**src/sv/clt_pkg.sv**
```systemverilog
// Shared types, constants and codes for the compacting list table.
`default_nettype none

package clt_pkg;

  localparam int DEPTH     = 16;
  localparam int WORD_BITS = 32;
  localparam int IDX_W     = (DEPTH > 1) ? $clog2(DEPTH) : 1;
  localparam int CNT_W     = $clog2(DEPTH + 1);

  typedef enum logic [2:0] {
    REQ_APPEND  = 3'd0,
    REQ_DEL_POS = 3'd1,
    REQ_DEL_VAL = 3'd2,
    REQ_FIND    = 3'd3,
    REQ_CLEAR   = 3'd4
  } clt_req_t;

  typedef enum logic [1:0] {
    ST_OK        = 2'd0,
    ST_FULL      = 2'd1,
    ST_BAD_POS   = 2'd2,
    ST_NOT_FOUND = 2'd3
  } clt_status_t;

  // Broadcast to every cell for the item being executed.
  typedef struct packed {
    logic                 en;
    logic                 app;
    logic                 del_pos;
    logic                 del_val;
    logic [WORD_BITS-1:0] val;
    logic [IDX_W-1:0]     pos_idx;
    logic [CNT_W-1:0]     len;
  } clt_cmd_t;

  // Passed from cell to cell, lowest index first.
  typedef struct packed {
    logic             seen;
    logic             shift;
    logic [CNT_W-1:0] found;
  } clt_link_t;

endpackage

`default_nettype wire

```
**src/sv/clt_cell.sv**
```systemverilog
// One list entry: holds a word, compares it and passes match/shift state on.
`default_nettype none

module clt_cell
  import clt_pkg::*;
(
  input  wire logic                 clk,
  input  wire logic [IDX_W-1:0]     cell_idx,
  input  wire clt_cmd_t             cmd,
  input  wire logic [WORD_BITS-1:0] next_data,
  input  wire clt_link_t            link_in,
  output clt_link_t                 link_out,
  output logic [WORD_BITS-1:0]      data
);

  logic [WORD_BITS-1:0] data_r;
  logic [WORD_BITS-1:0] data_nxt;
  logic [CNT_W-1:0]     idx_c;
  logic                 live;
  logic                 match;
  logic                 first;
  logic                 target;

  assign idx_c  = CNT_W'(cell_idx);
  assign live   = idx_c < cmd.len;
  assign match  = live && (data_r == cmd.val);
  assign first  = match && !link_in.seen;
  assign target = (cmd.del_pos && (cell_idx == cmd.pos_idx)) || (cmd.del_val && first);

  assign link_out.seen  = link_in.seen | match;
  assign link_out.shift = link_in.shift | target;
  assign link_out.found = first ? (idx_c + CNT_W'(1)) : link_in.found;

  always_comb begin
    data_nxt = data_r;
    if (cmd.en) begin
      if (link_out.shift) begin
        // close the gap: take the neighbor's word
        data_nxt = next_data;
      end else if (cmd.app && (idx_c == cmd.len)) begin
        data_nxt = cmd.val;
      end
    end
  end

  always_ff @(posedge clk) begin
    data_r <= data_nxt;
  end

  assign data = data_r;

endmodule

`default_nettype wire

```
**src/sv/compacting_list_table_top.sv**
```systemverilog
// Top level of the compacting list table: request decode, cell row, result register.
//
//  channel | direction | tdata (low bit first)                  | tuser
//  --------+-----------+----------------------------------------+------------------
//  in_     | in        | item_value[31:0], position[36:32], pad | req_type[2:0]
//  out_    | out       | found_position[4:0], entry_count[9:5]  | status[1:0]
//
// Every item is done in one pass: the whole row of cells compares, picks the first
// match through the cell-to-cell link and shifts in that same cycle, so the
// chain of DEPTH cells sets the path length.
// An item is taken whenever the result register is empty or being drained.
// Reset (rst_n low, synchronous) empties the list and the result register;
// stored words are not cleared, the count alone marks them valid.
// A stall on out_ holds the result and blocks in_ until it is taken.
`default_nettype none

module compacting_list_table_top
  import clt_pkg::*;
(
  input  wire logic        clk,
  input  wire logic        rst_n,
  // input items
  input  wire logic        in_tvalid,
  output logic             in_tready,
  input  wire logic [39:0] in_tdata,   // item_value[31:0], position[36:32], zero pad
  input  wire logic [2:0]  in_tuser,   // req_type[2:0]
  // result items
  output logic             out_tvalid,
  input  wire logic        out_tready,
  output logic [15:0]      out_tdata,  // found_position[4:0], entry_count[9:5], zero pad
  output logic [1:0]       out_tuser   // status[1:0]
);

  // ---------------------------------------------------------------- request
  logic                 accept;
  clt_req_t             req;
  logic [31:0]          in_value;
  logic [4:0]           in_pos;
  logic [CNT_W-1:0]     len_r;
  logic [CNT_W-1:0]     len_nxt;
  logic                 full;
  logic                 pos_ok;
  logic                 hit;
  clt_cmd_t             cmd;

  assign accept   = in_tvalid && in_tready;
  assign req      = clt_req_t'(in_tuser);
  assign in_value = in_tdata[31:0];
  assign in_pos   = in_tdata[36:32];

  assign full   = (32'(len_r) >= 32'(DEPTH));
  assign pos_ok = (in_pos != 5'd0) && (32'(in_pos) <= 32'(len_r));

  // ---------------------------------------------------------------- cell row
  clt_link_t            links [DEPTH+1];
  logic [WORD_BITS-1:0] words [DEPTH];

  assign links[0] = '0;

  always_comb begin
    cmd         = '0;
    cmd.en      = accept;
    cmd.app     = (req == REQ_APPEND) && !full;
    cmd.del_pos = (req == REQ_DEL_POS) && pos_ok;
    cmd.del_val = (req == REQ_DEL_VAL);
    cmd.val     = WORD_BITS'(in_value);
    cmd.pos_idx = IDX_W'(in_pos - 5'd1);
    cmd.len     = len_r;
  end

  for (genvar i = 0; i < DEPTH; i++) begin : g_cell
    logic [WORD_BITS-1:0] nbr;
    if (i < DEPTH - 1) begin : g_mid
      assign nbr = words[i+1];
    end else begin : g_end
      // last entry has no right neighbor; its word is dropped by the count
      assign nbr = words[i];
    end
    clt_cell u_cell (
      .clk       (clk),
      .cell_idx  (IDX_W'(i)),
      .cmd       (cmd),
      .next_data (nbr),
      .link_in   (links[i]),
      .link_out  (links[i+1]),
      .data      (words[i])
    );
  end

  assign hit = links[DEPTH].seen;

  // ---------------------------------------------------------------- result
  clt_status_t          status;
  logic [CNT_W-1:0]     found;

  always_comb begin
    status  = ST_OK;
    found   = '0;
    len_nxt = len_r;
    unique case (req)
      REQ_APPEND: begin
        if (full) status = ST_FULL;
        else      len_nxt = len_r + CNT_W'(1);
      end
      REQ_DEL_POS: begin
        if (pos_ok) len_nxt = len_r - CNT_W'(1);
        else        status  = ST_BAD_POS;
      end
      REQ_DEL_VAL: begin
        found = links[DEPTH].found;
        if (hit) len_nxt = len_r - CNT_W'(1);
        else     status  = ST_NOT_FOUND;
      end
      REQ_FIND: begin
        found = links[DEPTH].found;
        if (!hit) status = ST_NOT_FOUND;
      end
      REQ_CLEAR: begin
        len_nxt = '0;
      end
      default: begin
        // unused kinds: report ok, leave the list alone
      end
    endcase
  end

  logic              out_valid_r;
  logic [1:0]        status_r;
  logic [4:0]        found_r;
  logic [4:0]        count_r;

  assign in_tready = !out_valid_r || out_tready;

  always_ff @(posedge clk) begin
    if (!rst_n) begin
      len_r       <= '0;
      out_valid_r <= 1'b0;
    end else begin
      if (accept) begin
        len_r       <= len_nxt;
        out_valid_r <= 1'b1;
      end else if (out_tready) begin
        out_valid_r <= 1'b0;
      end
    end
  end

  // payload: load with each accepted item, hold otherwise
  always_ff @(posedge clk) begin
    if (accept) begin
      status_r <= status;
      found_r  <= 5'(found);
      count_r  <= 5'(len_nxt);
    end
  end

  assign out_tvalid = out_valid_r;
  assign out_tuser  = status_r;
  assign out_tdata  = {6'd0, count_r, found_r};

  // ---------------------------------------------------------------- checks
  a_len_bound: assert property (@(posedge clk) disable iff (!rst_n)
    32'(len_r) <= 32'(DEPTH))
    else $error("list length exceeds depth");

  a_full_count: assert property (@(posedge clk) disable iff (!rst_n)
    (out_tvalid && (out_tuser == ST_FULL)) |-> (32'(out_tdata[9:5]) == 32'(DEPTH)))
    else $error("full status with list not full");

  a_miss_zero: assert property (@(posedge clk) disable iff (!rst_n)
    (out_tvalid && (out_tuser == ST_NOT_FOUND)) |-> (out_tdata[4:0] == 5'd0))
    else $error("miss reports a position");

  a_append_grows: assert property (@(posedge clk) disable iff (!rst_n)
    (accept && (req == REQ_APPEND) && !full) |=> (len_r == $past(len_r) + CNT_W'(1)))
    else $error("append did not grow the list");

endmodule

`default_nettype wire
```
**config.mk**
```make
export PLATFORM = sky130hd
export DESIGN_NAME = compacting_list_table_top
export DESIGN_NICKNAME = d
export VERILOG_FILES = /design/src/sv/clt_pkg.sv /design/src/sv/clt_cell.sv /design/src/sv/compacting_list_table_top.sv
export SDC_FILE = /design/constraint.sdc
export NUM_CORES = 1
export LEC_CHECK = 0
export BUFFER_PORTS_ARGS = -buffer_cell sky130_fd_sc_hd__buf_4
export CORE_MARGIN = 3
export CORE_UTILIZATION = 57
export DETAILED_ROUTE_END_ITERATION = 8
export PLACE_DENSITY = 0.85
export SLEW_MARGIN = 20
export SYNTH_ARGS = -nofsm -noshare
export SYNTH_HDL_FRONTEND = slang
export SYNTH_SLANG_ARGS = --single-unit
```
**constraint.sdc**
```tcl
create_clock -name clk -period 4.75 [get_ports clk]
set_input_delay 0.7125 -clock clk [delete_from_list [all_inputs] [get_ports clk]]
set_output_delay 0.7125 -clock clk [all_outputs]
set_load 0.02 [all_outputs]
```
# After elaboration in Yosys (flattened, before gate mapping)
# Index checks and enable logic that the tools add are counted.
# totals
regBits	530
latch_bits	0
mem_bits_rw	0
romBits	0
out_inout_bits	20
wordCells	336
mem_count	0
# op_classes
n_addsub	3
multipliers	0
div	0
magnitude_cmp	18
eq_ne	50
shifts	0
mux	56
bitwise	32
reduce_logical	155
# op_table
op	n
$mux 32	30
$eq 32x32->1	16
$logic_and 1x1->1	83
$eq 4x5->1 const A	8
$lt 4x5->1 const A	8
$eq 4x4->1 const A	8
$mux 4	8
$reduce_bool 2->1	16
$or 1x1->1	30
$reduce_and 2->1	15
$eq 3x5->1 const A	4
$lt 3x5->1 const A	4
$mux 5	4
$pmux 5 s4	1
$logic_not 1->1	17
$logic_or 1x1->1	17
$eq 3x4->1 const A	4
$mux 3	4
$eq 2x5->1 const A	2
$lt 1x5->1 const A	2
$lt 2x5->1 const A	2
$eq 2x4->1 const A	2
$mux 2	4
$eq 3x2->1 const B	2
18 further kinds	23

# Longest topological paths before layout
# Gate-level depths: netlist (run 1).
# logic_depth
ltp_word	23
ltp_mapped	16
mapped_depth_nobuf	12

# Cells and area by module
# A second synthesis (run 1) with hierarchy kept.
# unflattened
cells_unflattened	2605
area_unflattened_um2	33873.7
# modules_own_cells
module	instances	cells_each	area_per_inst_um2	seq_area_each_um2
clt_cell (g_cell[1].u_cell ...)	9	158	2058.2	960.9
clt_cell (g_cell[0].u_cell ...)	7	150	2015.7	960.9
compacting_list_table_top	1	133	1239.9	480.5

# Least setup slack after synthesis (run 1)
# Ideal clock, no wire load.
# synth_path
kind	input port to flip-flop
start	input in_tdata[17]
end	register g_cell[10].u_cell.data_r[0] (enable)
setup_ps	432
t_arrival_ps	4725
slack_ps	-406
cell_stages	15
n_path_buf	5
cell_sequence	clkbuf_1 > buf_2 > xor2_1 > nor4_1 > nand4_1 > a2111oi_2 > nor2_1 > a41oi_1 > nor2_1 > o21a_1 > buf_2 > and2_1 > buf_2 > buf_6 > a21oi_1
# synth_between
elab_chain_len	18
word_cells_on_any_way	85
# synth_rtl
element	line	source
start, declared	compacting_list_table_top.sv:25	input wire logic [39:0] in_tdata,
$eq 32x32->1	clt_cell.sv:26	assign match = live && (data_r == cmd.val);
$logic_and 1x1->1	clt_cell.sv:26	
$logic_not 1->1 / $or 1x1->1 (equally long branches)	clt_cell.sv:27, clt_cell.sv:30	
$logic_and 1x1->1, or another cell as far along	clt_cell.sv:27	assign first = match && !link_in.seen;
$logic_and 1x1->1, or another cell as far along	clt_cell.sv:28	assign target = (cmd.del_pos && (cell_idx == cmd.pos_idx)) || (cmd.del_val && first);
$logic_or 1x1->1, or another cell as far along	clt_cell.sv:28	
$or 1x1->1, or another cell as far along (8 in a row)	clt_cell.sv:31	assign link_out.shift = link_in.shift | target;
$or 1x1->1 / $logic_or 1x1->1 (equally long branches)	clt_cell.sv:31, clt_cell.sv:28	
$or 1x1->1 (*)	clt_cell.sv:31	
$reduce_bool 2->1 (no line) (*)	--	
$reduce_and 2->1 (no line) (*)	--	
end signal, assigned	clt_cell.sv:47	data_r <= data_nxt;
end, declared	clt_cell.sv:16	logic [WORD_BITS-1:0] data_r;
# Every way passes the cells marked *; elsewhere a longest branch is shown, timed or not.
# A chain may end at the register's enable or synchronous reset.

# Worst setup path after layout (run 1)
# layout_path
start	register len_r[4]
end	register g_cell[13].u_cell.data_r[14] (data pin)
# layout_between
elab_chain_len	20
word_cells_on_any_way	125
# layout_rtl
element	line	source
start, declared	compacting_list_table_top.sv:39	logic [CNT_W-1:0] len_r;
start signal, assigned	compacting_list_table_top.sv:140	len_r <= len_nxt;
$lt 1x5->1	clt_cell.sv:25	assign live = idx_c < cmd.len;
$logic_and 1x1->1	clt_cell.sv:26	
$logic_not 1->1 / $or 1x1->1 (equally long branches)	clt_cell.sv:27, clt_cell.sv:30	
$logic_and 1x1->1, or another cell as far along	clt_cell.sv:27	
$logic_and 1x1->1, or another cell as far along	clt_cell.sv:28	
$logic_or 1x1->1, or another cell as far along	clt_cell.sv:28	
$or 1x1->1, or another cell as far along (11 in a row)	clt_cell.sv:31	
$or 1x1->1 / $logic_or 1x1->1 (equally long branches)	clt_cell.sv:31, clt_cell.sv:28	
$or 1x1->1 (*)	clt_cell.sv:31	
$mux 32 (*)	clt_cell.sv:37	if (link_out.shift) begin
end signal, assigned	clt_cell.sv:47	
end, declared	clt_cell.sv:16	
# Marked as above.

==> reports/metrics.yaml, run 1 <==
outcome:
  status: "complete, no violations"
timing:
  worst_pin_slew_ns: 0.926
  worst_slew_margin_relative_to_its_limit_pct: 38.0
  fmax_ghz: 0.235
  fin_setup_tns_ns: 0
  worst_slack_ns: 0.499
  finalHoldViolations: 0
  report.final.setup_viol: 0
  unrepaired_setup_endpoints_after_global_routing: "no"
  final.min_clock_period_ns: 4.25
  post-route-period-util_pct: 89.5
  clock-skew-final_ns: 0.0264
  timing_max_transition_violations_final: 0
worst_setup_path:
  timing.critical_path.slowest_stage_cell: "sky130_fd_sc_hd__dfxtp_1"
  path_max_fanout: 33
  worst_ep_required_time_ns: 5.11
  cp_common_cell: "sky130_fd_sc_hd__buf_4"
  timing.critical_path.to: "g_cell[13].u_cell.data[14]"
  cp.arrival_ns: 4.61
  reg2reg_depth: 12
  critical_path.endpoint_type: "register"
  critPathLaunchType: "register"
  regToRegSetupSlack_ns: 0.50
  max_stage_delay_ns: 0.76
  timing.rr.end: "g_cell[13].u_cell.data[14]"
  worstSetupPathType: "register to register"
  crit_start: "len_r[4]"
  rr_startpoint: "len_r[4]"
  timing.critical_path.cells: "nor3_2, buf_4, a2111oi_0, nor4b_1, buf_4, and2b_4, and2_0, nand3_2, o211a_1, nor3b_4, buf_12, mux2_1"
power_and_ir_drop:
  totalPowerFinal_mw: 10.7
  static-leakage-power_nw: 11.0
  power.density_cell_area_nw_per_um2: 326
  vdd_drop_max_mv: 0.313
place:
  placement.setup.worst_slack_ns: 0.277
  io_buffer_count: 57
  dpl.hpwl_um: 56500
  gp_routability_congestion: 0.945
logic_synthesis:
  count_of_flip_flops_with_a_built_in_enable_after_synthesis: 524
  synth_top_area_share_pct: 53.4
  postSynth.topFlopCell: "sky130_fd_sc_hd__edfxtp_1"
  post_synth.cell_area_avg_um2: 13.4
  yosysWarnings: 0
  yosys.cell_types.count: 67
  post_synth_main_area_contributors: "sky130_fd_sc_hd__edfxtp_1, sky130_fd_sc_hd__mux2_2, sky130_fd_sc_hd__xor2_1"
  syn-cell-area_um2: 29500
  synth_most_common_cell: "sky130_fd_sc_hd__edfxtp_1"
  yosys_register_bits: 530
  synthDominantAreaCellType: "sky130_fd_sc_hd__edfxtp_1"
  synth_async_sr_flop_share_pct: 0
  synth_top_cells_by_count: "sky130_fd_sc_hd__edfxtp_1, sky130_fd_sc_hd__mux2_2, sky130_fd_sc_hd__xor2_1"
  sequential_share_of_the_synthesized_area_pct: 53.8
  postSynthCellCount: 2197
floorplan:
  row_count: 82
  floorplan.die_area_um2: 54500
  io_pins: 67
  floorplan.core_area_um2: 50600
  dieWidth_um: 233
  start_util_pct: 58.2
  chipHeight_um: 233
cts:
  cts_hold_repair.buffers: 0
  clk_pin_slew_ns: 0.06
  cts-root-buf: "sky130_fd_sc_hd__clkbuf_16"
  cts_inserted_buffers: 54
  postCtsSetupRepairBufs: 0
  cts.htree.levels: 2
  cts_repair_resize_count: 0
  cts_buffer_depth: 3
  clkSinkCount: 530
  insertion_delay_ns: 0.62
  cts_tree: "done"
grt:
  global_route.overflow_total: 0
  grt_pass1_wl_um: 120000
  grt_antenna_before_repair: 1
  grt_pass1_vias: 18586
  grt_use_total_pct: 29.7
  pin_count_of_the_biggest_net_entering_global_routing: 35
job:
  maxCapViolCount: 0
finish:
  fillers: 3502
  nets: 2279
  drive_above_1_share_pct: 31.2
  area_growth_syn_to_layout_pct: 11.1
routing:
  via_count: 18824
  pre_antenna_drt_iters: 6
  drt-vias-per-instance: 6.40
  route.antenna.remaining_nets: 0
  route.detailed.wl_per_inst_um: 27.4
  drcViolationCount: 0
  drt_iter0_markers: 2443
  wirelength_um: 80700
hold_path:
  hp_class: "input port to register"
## metrics by stage
step | area, um^2 | util [%] | std cells | hold slack, ns
final | 32700 | 64.7 | 2939 | 0.373
after global routing | 32700 | 64.7 | 2939 | 0.393
after CTS | 32700 | 64.7 | 2938 | 0.350
after detailed placement | 31000 | 61.3 | 2838 | 0.549
after global placement | 31000 | 61.3 | 2838 | 0.518
after floorplan | 29500 | - | 2202 | 0.543
## how the worst min path moves through the flow
stage / startpoint / end / slack [ns] / depth (start not counted)
after floorplan: g_cell[2].u_cell.data[9] / g_cell[1].u_cell.data[9] / 0.54 / 2
after global placement: out_tvalid / out_tvalid / 0.52 / 2
after detailed placement: out_tvalid / out_tvalid / 0.55 / 2
after CTS: in_tvalid / out_tvalid / 0.35 / 3
after global routing: rst_n / len_r[4] / 0.39 / 3
final: in_tvalid / out_tvalid / 0.37 / 3
## layer usage
metal / vias up / share of wire, % / global-route usage [%]
met5: - / 0.11 / 1.19
li1: 8109 / - / -
met3: 212 / 12 / 7.32
met2: 1131 / 45 / 45.1
met4: 2 / 4.6 / 12.5
met1: 9370 / 39 / 40.8
## registers in the layout, summed over array words and instances (netlist names)
register            count
out_tuser               2
len_r                   5
count_r                 5
found_r                 5
g_cell.u_cell.data    512
out_tvalid              1
## placed cells by master (no fill, tap or decap), drive strengths merged, types with 17 or more instances in the layout
cell | netlist | routed
inv | 15 | 17
clkbuf | 98 | 66
o21ai | 34 | 34
edfxtp | 524 | 524
nor3 | 28 | 28
buf | 100 | 162
xor2 | 368 | 368
nor4 | 91 | 91
nor2 | 33 | 33
clkinv | 4 | 29
mux2 | 471 | 471
nand4 | 52 | 52
xnor2 | 145 | 145
nand2 | 51 | 51
a21oi | 32 | 32
nand3 | 36 | 36
## power by group
part	internal [mW]	leakage, nW	switching [mW]
registers	5.23	4.79	0.0543
logic	0.476	5.36	0.652
clock network	2.45	0.851	1.82
total	8.15	11.0	2.53
## area by class of cell
| class | instances | area [um^2] | share of cell area, % |
|---|---|---|---|
| tap | 672 | 841 | 2.57 |
| timing repair buffer | 162 | 1450 | 4.44 |
| inverter | 19 | 71.3 | 0.218 |
| multi-input combinational | 1455 | 12800 | 39.0 |
| antenna | 1 | 2.50 | 0.00764 |
| clock inverter | 34 | 333 | 1.02 |
| sequential | 530 | 15900 | 48.4 |
| clock buffer | 66 | 1420 | 4.33 |
## cell families (layout without fill, tap and decap cells)
family / Yosys count / after routing / share of synthesized area (%)
xor+xnor: 513 / 513 / 15.2
flops: 530 / 530 / 53.8
fa+ha+maj: 10 / 10 / 0.425
other cells: 1 / 7 / 0.0127
simple gates: 336 / 336 / 6.34
buf+inv: 217 / 281 / 3.49
mux: 474 / 474 / 18.1
compound gates: 116 / 116 / 2.56
## critical path: cells and delay by family, from the launching register on
kind | cells | cell delay, ns
muxes | 1 | 0.37
DFF | 1 | 0.76
buffers and inverters | 3 | 0.69
AOI/OAI and AO/OA | 2 | 0.76
and+or+nand+nor | 6 | 1.38
Note: power is estimated with default switching activity, not from simulation.
==> run 2, diff against run 1 <==
--- a/config.mk
+++ b/config.mk
@@ -7,9 +7,9 @@
 export LEC_CHECK = 0
 export BUFFER_PORTS_ARGS = -buffer_cell sky130_fd_sc_hd__buf_4
 export CORE_MARGIN = 3
-export CORE_UTILIZATION = 57
+export CORE_UTILIZATION = 55
 export DETAILED_ROUTE_END_ITERATION = 8
-export PLACE_DENSITY = 0.85
+export PLACE_DENSITY = 0.82
 export SLEW_MARGIN = 20
 export SYNTH_ARGS = -nofsm -noshare
 export SYNTH_HDL_FRONTEND = slang
==> run 2 against run 1 <==
Against the previous run: final area up 1.1%; global-route usage down 0.59 points; power up 2.4%; clock skew down 0.0034 ns; clock power up 5.6%; register-to-register slack better by 0.05 ns; routed wire length up 1.9%; worst setup slack worse by 0.093 ns; fmax down 2.1%; clock-buffer cell count down 3; combinational power about the same; critical path type is now input port to register; critical endpoint is now g_cell[12].u_cell.data[26]; highest routed layer is now met4.
==> reports/metrics.yaml, run 2 (synthesized netlist as in run 1, its figures left out) <==
outcome:
  status: "complete, no violations"  # unchanged
power_and_ir_drop:
  pwr-share-comb_pct: 10.5  # was 10.6%
  power.clock.fraction_pct: 41.2  # was 39.9%
  seq_power_share_pct: 48.3  # was 49.5%
  power.density_cell_area_nw_per_um2: 330  # was 326 nW/um^2
  net-switching-power_mw: 2.61  # was 2.53 mW
  netSwitchingFraction_pct: 23.9  # was 23.6%
  totalPowerFinal_mw: 10.9  # was 10.7 mW
  vdd_drop_max_mv: 0.397  # was 0.313 mV
  static-leakage-power_nw: 11.2  # was 11.0 nW
  cellInternalPower_mw: 8.32  # was 8.15 mW
worst_setup_path:
  timing.rr.end: "g_cell[10].u_cell.data[12]"  # was g_cell[13].u_cell.data[14]
  reg2reg_depth: 13  # was 12
  critical_path.endpoint_type: "register"  # unchanged
  worst_ep_required_time_ns: 5.12  # was 5.11 ns
  regToRegSetupSlack_ns: 0.55  # was 0.50 ns
  critPathLaunchType: "input port"  # was register
  rr_startpoint: "len_r[4]"  # unchanged
  cp.arrival_ns: 4.71  # was 4.61 ns
  path_max_fanout: 32  # was 33
  worstSetupPathType: "input port to register"  # was register to register
timing:
  post-route-period-util_pct: 91.5  # was 89.5%
  report.final.setup_viol: 0  # unchanged
  clock-skew-final_ns: 0.0230  # was 0.0264 ns
  worst_pin_slew_ns: 1.04  # was 0.926 ns
  finalHoldViolations: 0  # unchanged
  final.min_clock_period_ns: 4.34  # was 4.25 ns
  worst_slew_margin_relative_to_its_limit_pct: 30.6  # was 38.0%
  timing_max_transition_violations_final: 0  # unchanged
  fmax_ghz: 0.230  # was 0.235 GHz
  worst_slack_ns: 0.406  # was 0.499 ns
  unrepaired_setup_endpoints_after_global_routing: "no"  # unchanged
cts:
  cts_tree: "done"  # unchanged
  cts_inserted_buffers: 56  # was 54
  clkSinkCount: 530  # unchanged
  cts_repair_resize_count: 0  # unchanged
  cts-root-buf: "sky130_fd_sc_hd__clkbuf_16"  # unchanged
  postCtsSetupRepairBufs: 0  # unchanged
  cts.htree.levels: 2  # unchanged
  insertion_delay_ns: 0.62  # about the same
  clk_pin_slew_ns: 0.07  # was 0.06 ns
  cts_buffer_depth: 3  # unchanged
  cts_hold_repair.buffers: 0  # unchanged
place:
  gp_routability_congestion: 0.927  # was 0.945
  placedCellCount: 2875  # was 2838
  place_area_um2: 31200  # was 31000 um^2
  dpl.hpwl_um: 58800  # was 56500 um
  placement.setup.worst_slack_ns: -0.0930  # was 0.277 ns
  io_buffer_count: 57  # unchanged
finish:
  drive_above_1_share_pct: 32.3  # was 31.2%
  antenna_cells_inserted: 0  # was 1
  finalNonFillerCells: 2979  # was 2939
  largest_register_ffs: 512  # unchanged
  area_growth_syn_to_layout_pct: 12.3  # was 11.1%
  nets: 2302  # was 2279
  final_cell_mix: "sky130_fd_sc_hd__edfxtp_1, sky130_fd_sc_hd__mux2_2, sky130_fd_sc_hd__xor2_1"  # unchanged
  design_area_um2: 33100  # was 32700 um^2
  layout.cells.most_common: "sky130_fd_sc_hd__edfxtp_1"  # unchanged
  final_core_utilization_pct: 62.7  # was 64.7%
grt:
  met1_usage_in_global_routing_pct: 40.8  # about the same
  global_route.overflow_total: 0  # unchanged
  pin_count_of_the_biggest_net_entering_global_routing: 35  # unchanged
  top_usage_layer: "met2"  # unchanged
  grt_use_total_pct: 29.1  # was 29.7%
  met2_track_usage_gr_pct: 44.9  # was 45.1%
  grt_antenna_before_repair: 0  # was 1
  globalRouteMet3Util_pct: 6.14  # was 7.32%
  grt_pass1_vias: 18806  # was 18586
  grt_pass1_wl_um: 122000  # was 120000 um
job:
  maxCapViolCount: 0  # unchanged
routing:
  drcViolationCount: 0  # unchanged
  drt_iter0_markers: 2497  # was 2443
  wirelength_um: 82200  # was 80700 um
  route.detailed.wl_per_inst_um: 27.6  # was 27.4 um
  via_count: 18974  # was 18824
  route.antenna.remaining_nets: 0  # unchanged
  drt-vias-per-instance: 6.37  # was 6.40
  pre_antenna_drt_iters: 5  # was 6
floorplan:
  row_count: 84  # was 82
  start_util_pct: 55.8  # was 58.2%
  floorplan.core_area_um2: 52800  # was 50600 um^2
  floorplan.die_area_um2: 56400  # was 54500 um^2
  chipHeight_um: 237  # was 233 um
  dieWidth_um: 237  # was 233 um
  io_pins: 67  # unchanged
hold_path:
  hold_end: "out_tvalid"  # unchanged
  hp_class: "input port to register"  # unchanged
  holdPathStages: 3  # unchanged
  hold_path.startpoint: "in_tvalid"  # unchanged
## run 2: layer usage
metal,part of all wire [%],routed length [um]
met1,40,32600
met2,45,37400
met3,11,8780
met4,4.2,3460
met5,0,0
## run 2: critical path, stage by stage
cell and delay, ns:
sky130_fd_sc_hd__buf_4 0.26, sky130_fd_sc_hd__buf_4 0.30, sky130_fd_sc_hd__buf_4 0.25, sky130_fd_sc_hd__xor2_1 0.10, sky130_fd_sc_hd__nor4_1 0.46, sky130_fd_sc_hd__nand3_1 0.14
sky130_fd_sc_hd__nor4_1 0.80, sky130_fd_sc_hd__buf_4 0.24, sky130_fd_sc_hd__nand3b_1 0.12, sky130_fd_sc_hd__inv_1 0.10, sky130_fd_sc_hd__o211a_1 0.31, sky130_fd_sc_hd__buf_4 0.17
sky130_fd_sc_hd__o211ai_4 0.08, sky130_fd_sc_hd__buf_12 0.25, sky130_fd_sc_hd__mux2_2 0.37
## run 2: how the worst max path moves through the flow
stage / depth (start not counted) / start / endpoint
after global placement: 15 / in_tdata[16] / g_cell[12].u_cell.data[28]
final: 15 / in_tdata[16] / g_cell[12].u_cell.data[26]
after CTS: 13 / len_r[4] / g_cell[10].u_cell.data[22]
after floorplan: 11 / in_tdata[21] / g_cell[4].u_cell.data[0]
after global routing: 9 / len_r[3] / g_cell[10].u_cell.data[25]
after detailed placement: 15 / in_tdata[16] / g_cell[12].u_cell.data[1]
## run 2: power by group through the flow
stage	registers [mW]	clock network [mW]	logic, mW
finish	5.29	4.50	1.15
global route	5.29	4.72	1.22
CTS	5.28	4.53	1.13
detailed placement	5.38	0	1.12
global placement	5.38	0	1.09
floorplan	5.37	0	0.761
## run 2: metrics by stage
stage	hold WS [ns]	setup TNS (ns)
finish	0.378	0
global route	0.402	0
floorplan	0.543	0
CTS	0.358	0
global placement	0.517	-6.90
detailed placement	0.548	-6.55
## run 2: area by class of cell
type,instances,area [um^2]
sequential,530,15900
tap,688,861
fill,3788,19700
multi-input combinational,1455,12800
clock buffer,63,1430
clock inverter,41,437
timing repair buffer,183,1670
inverter,19,71.3
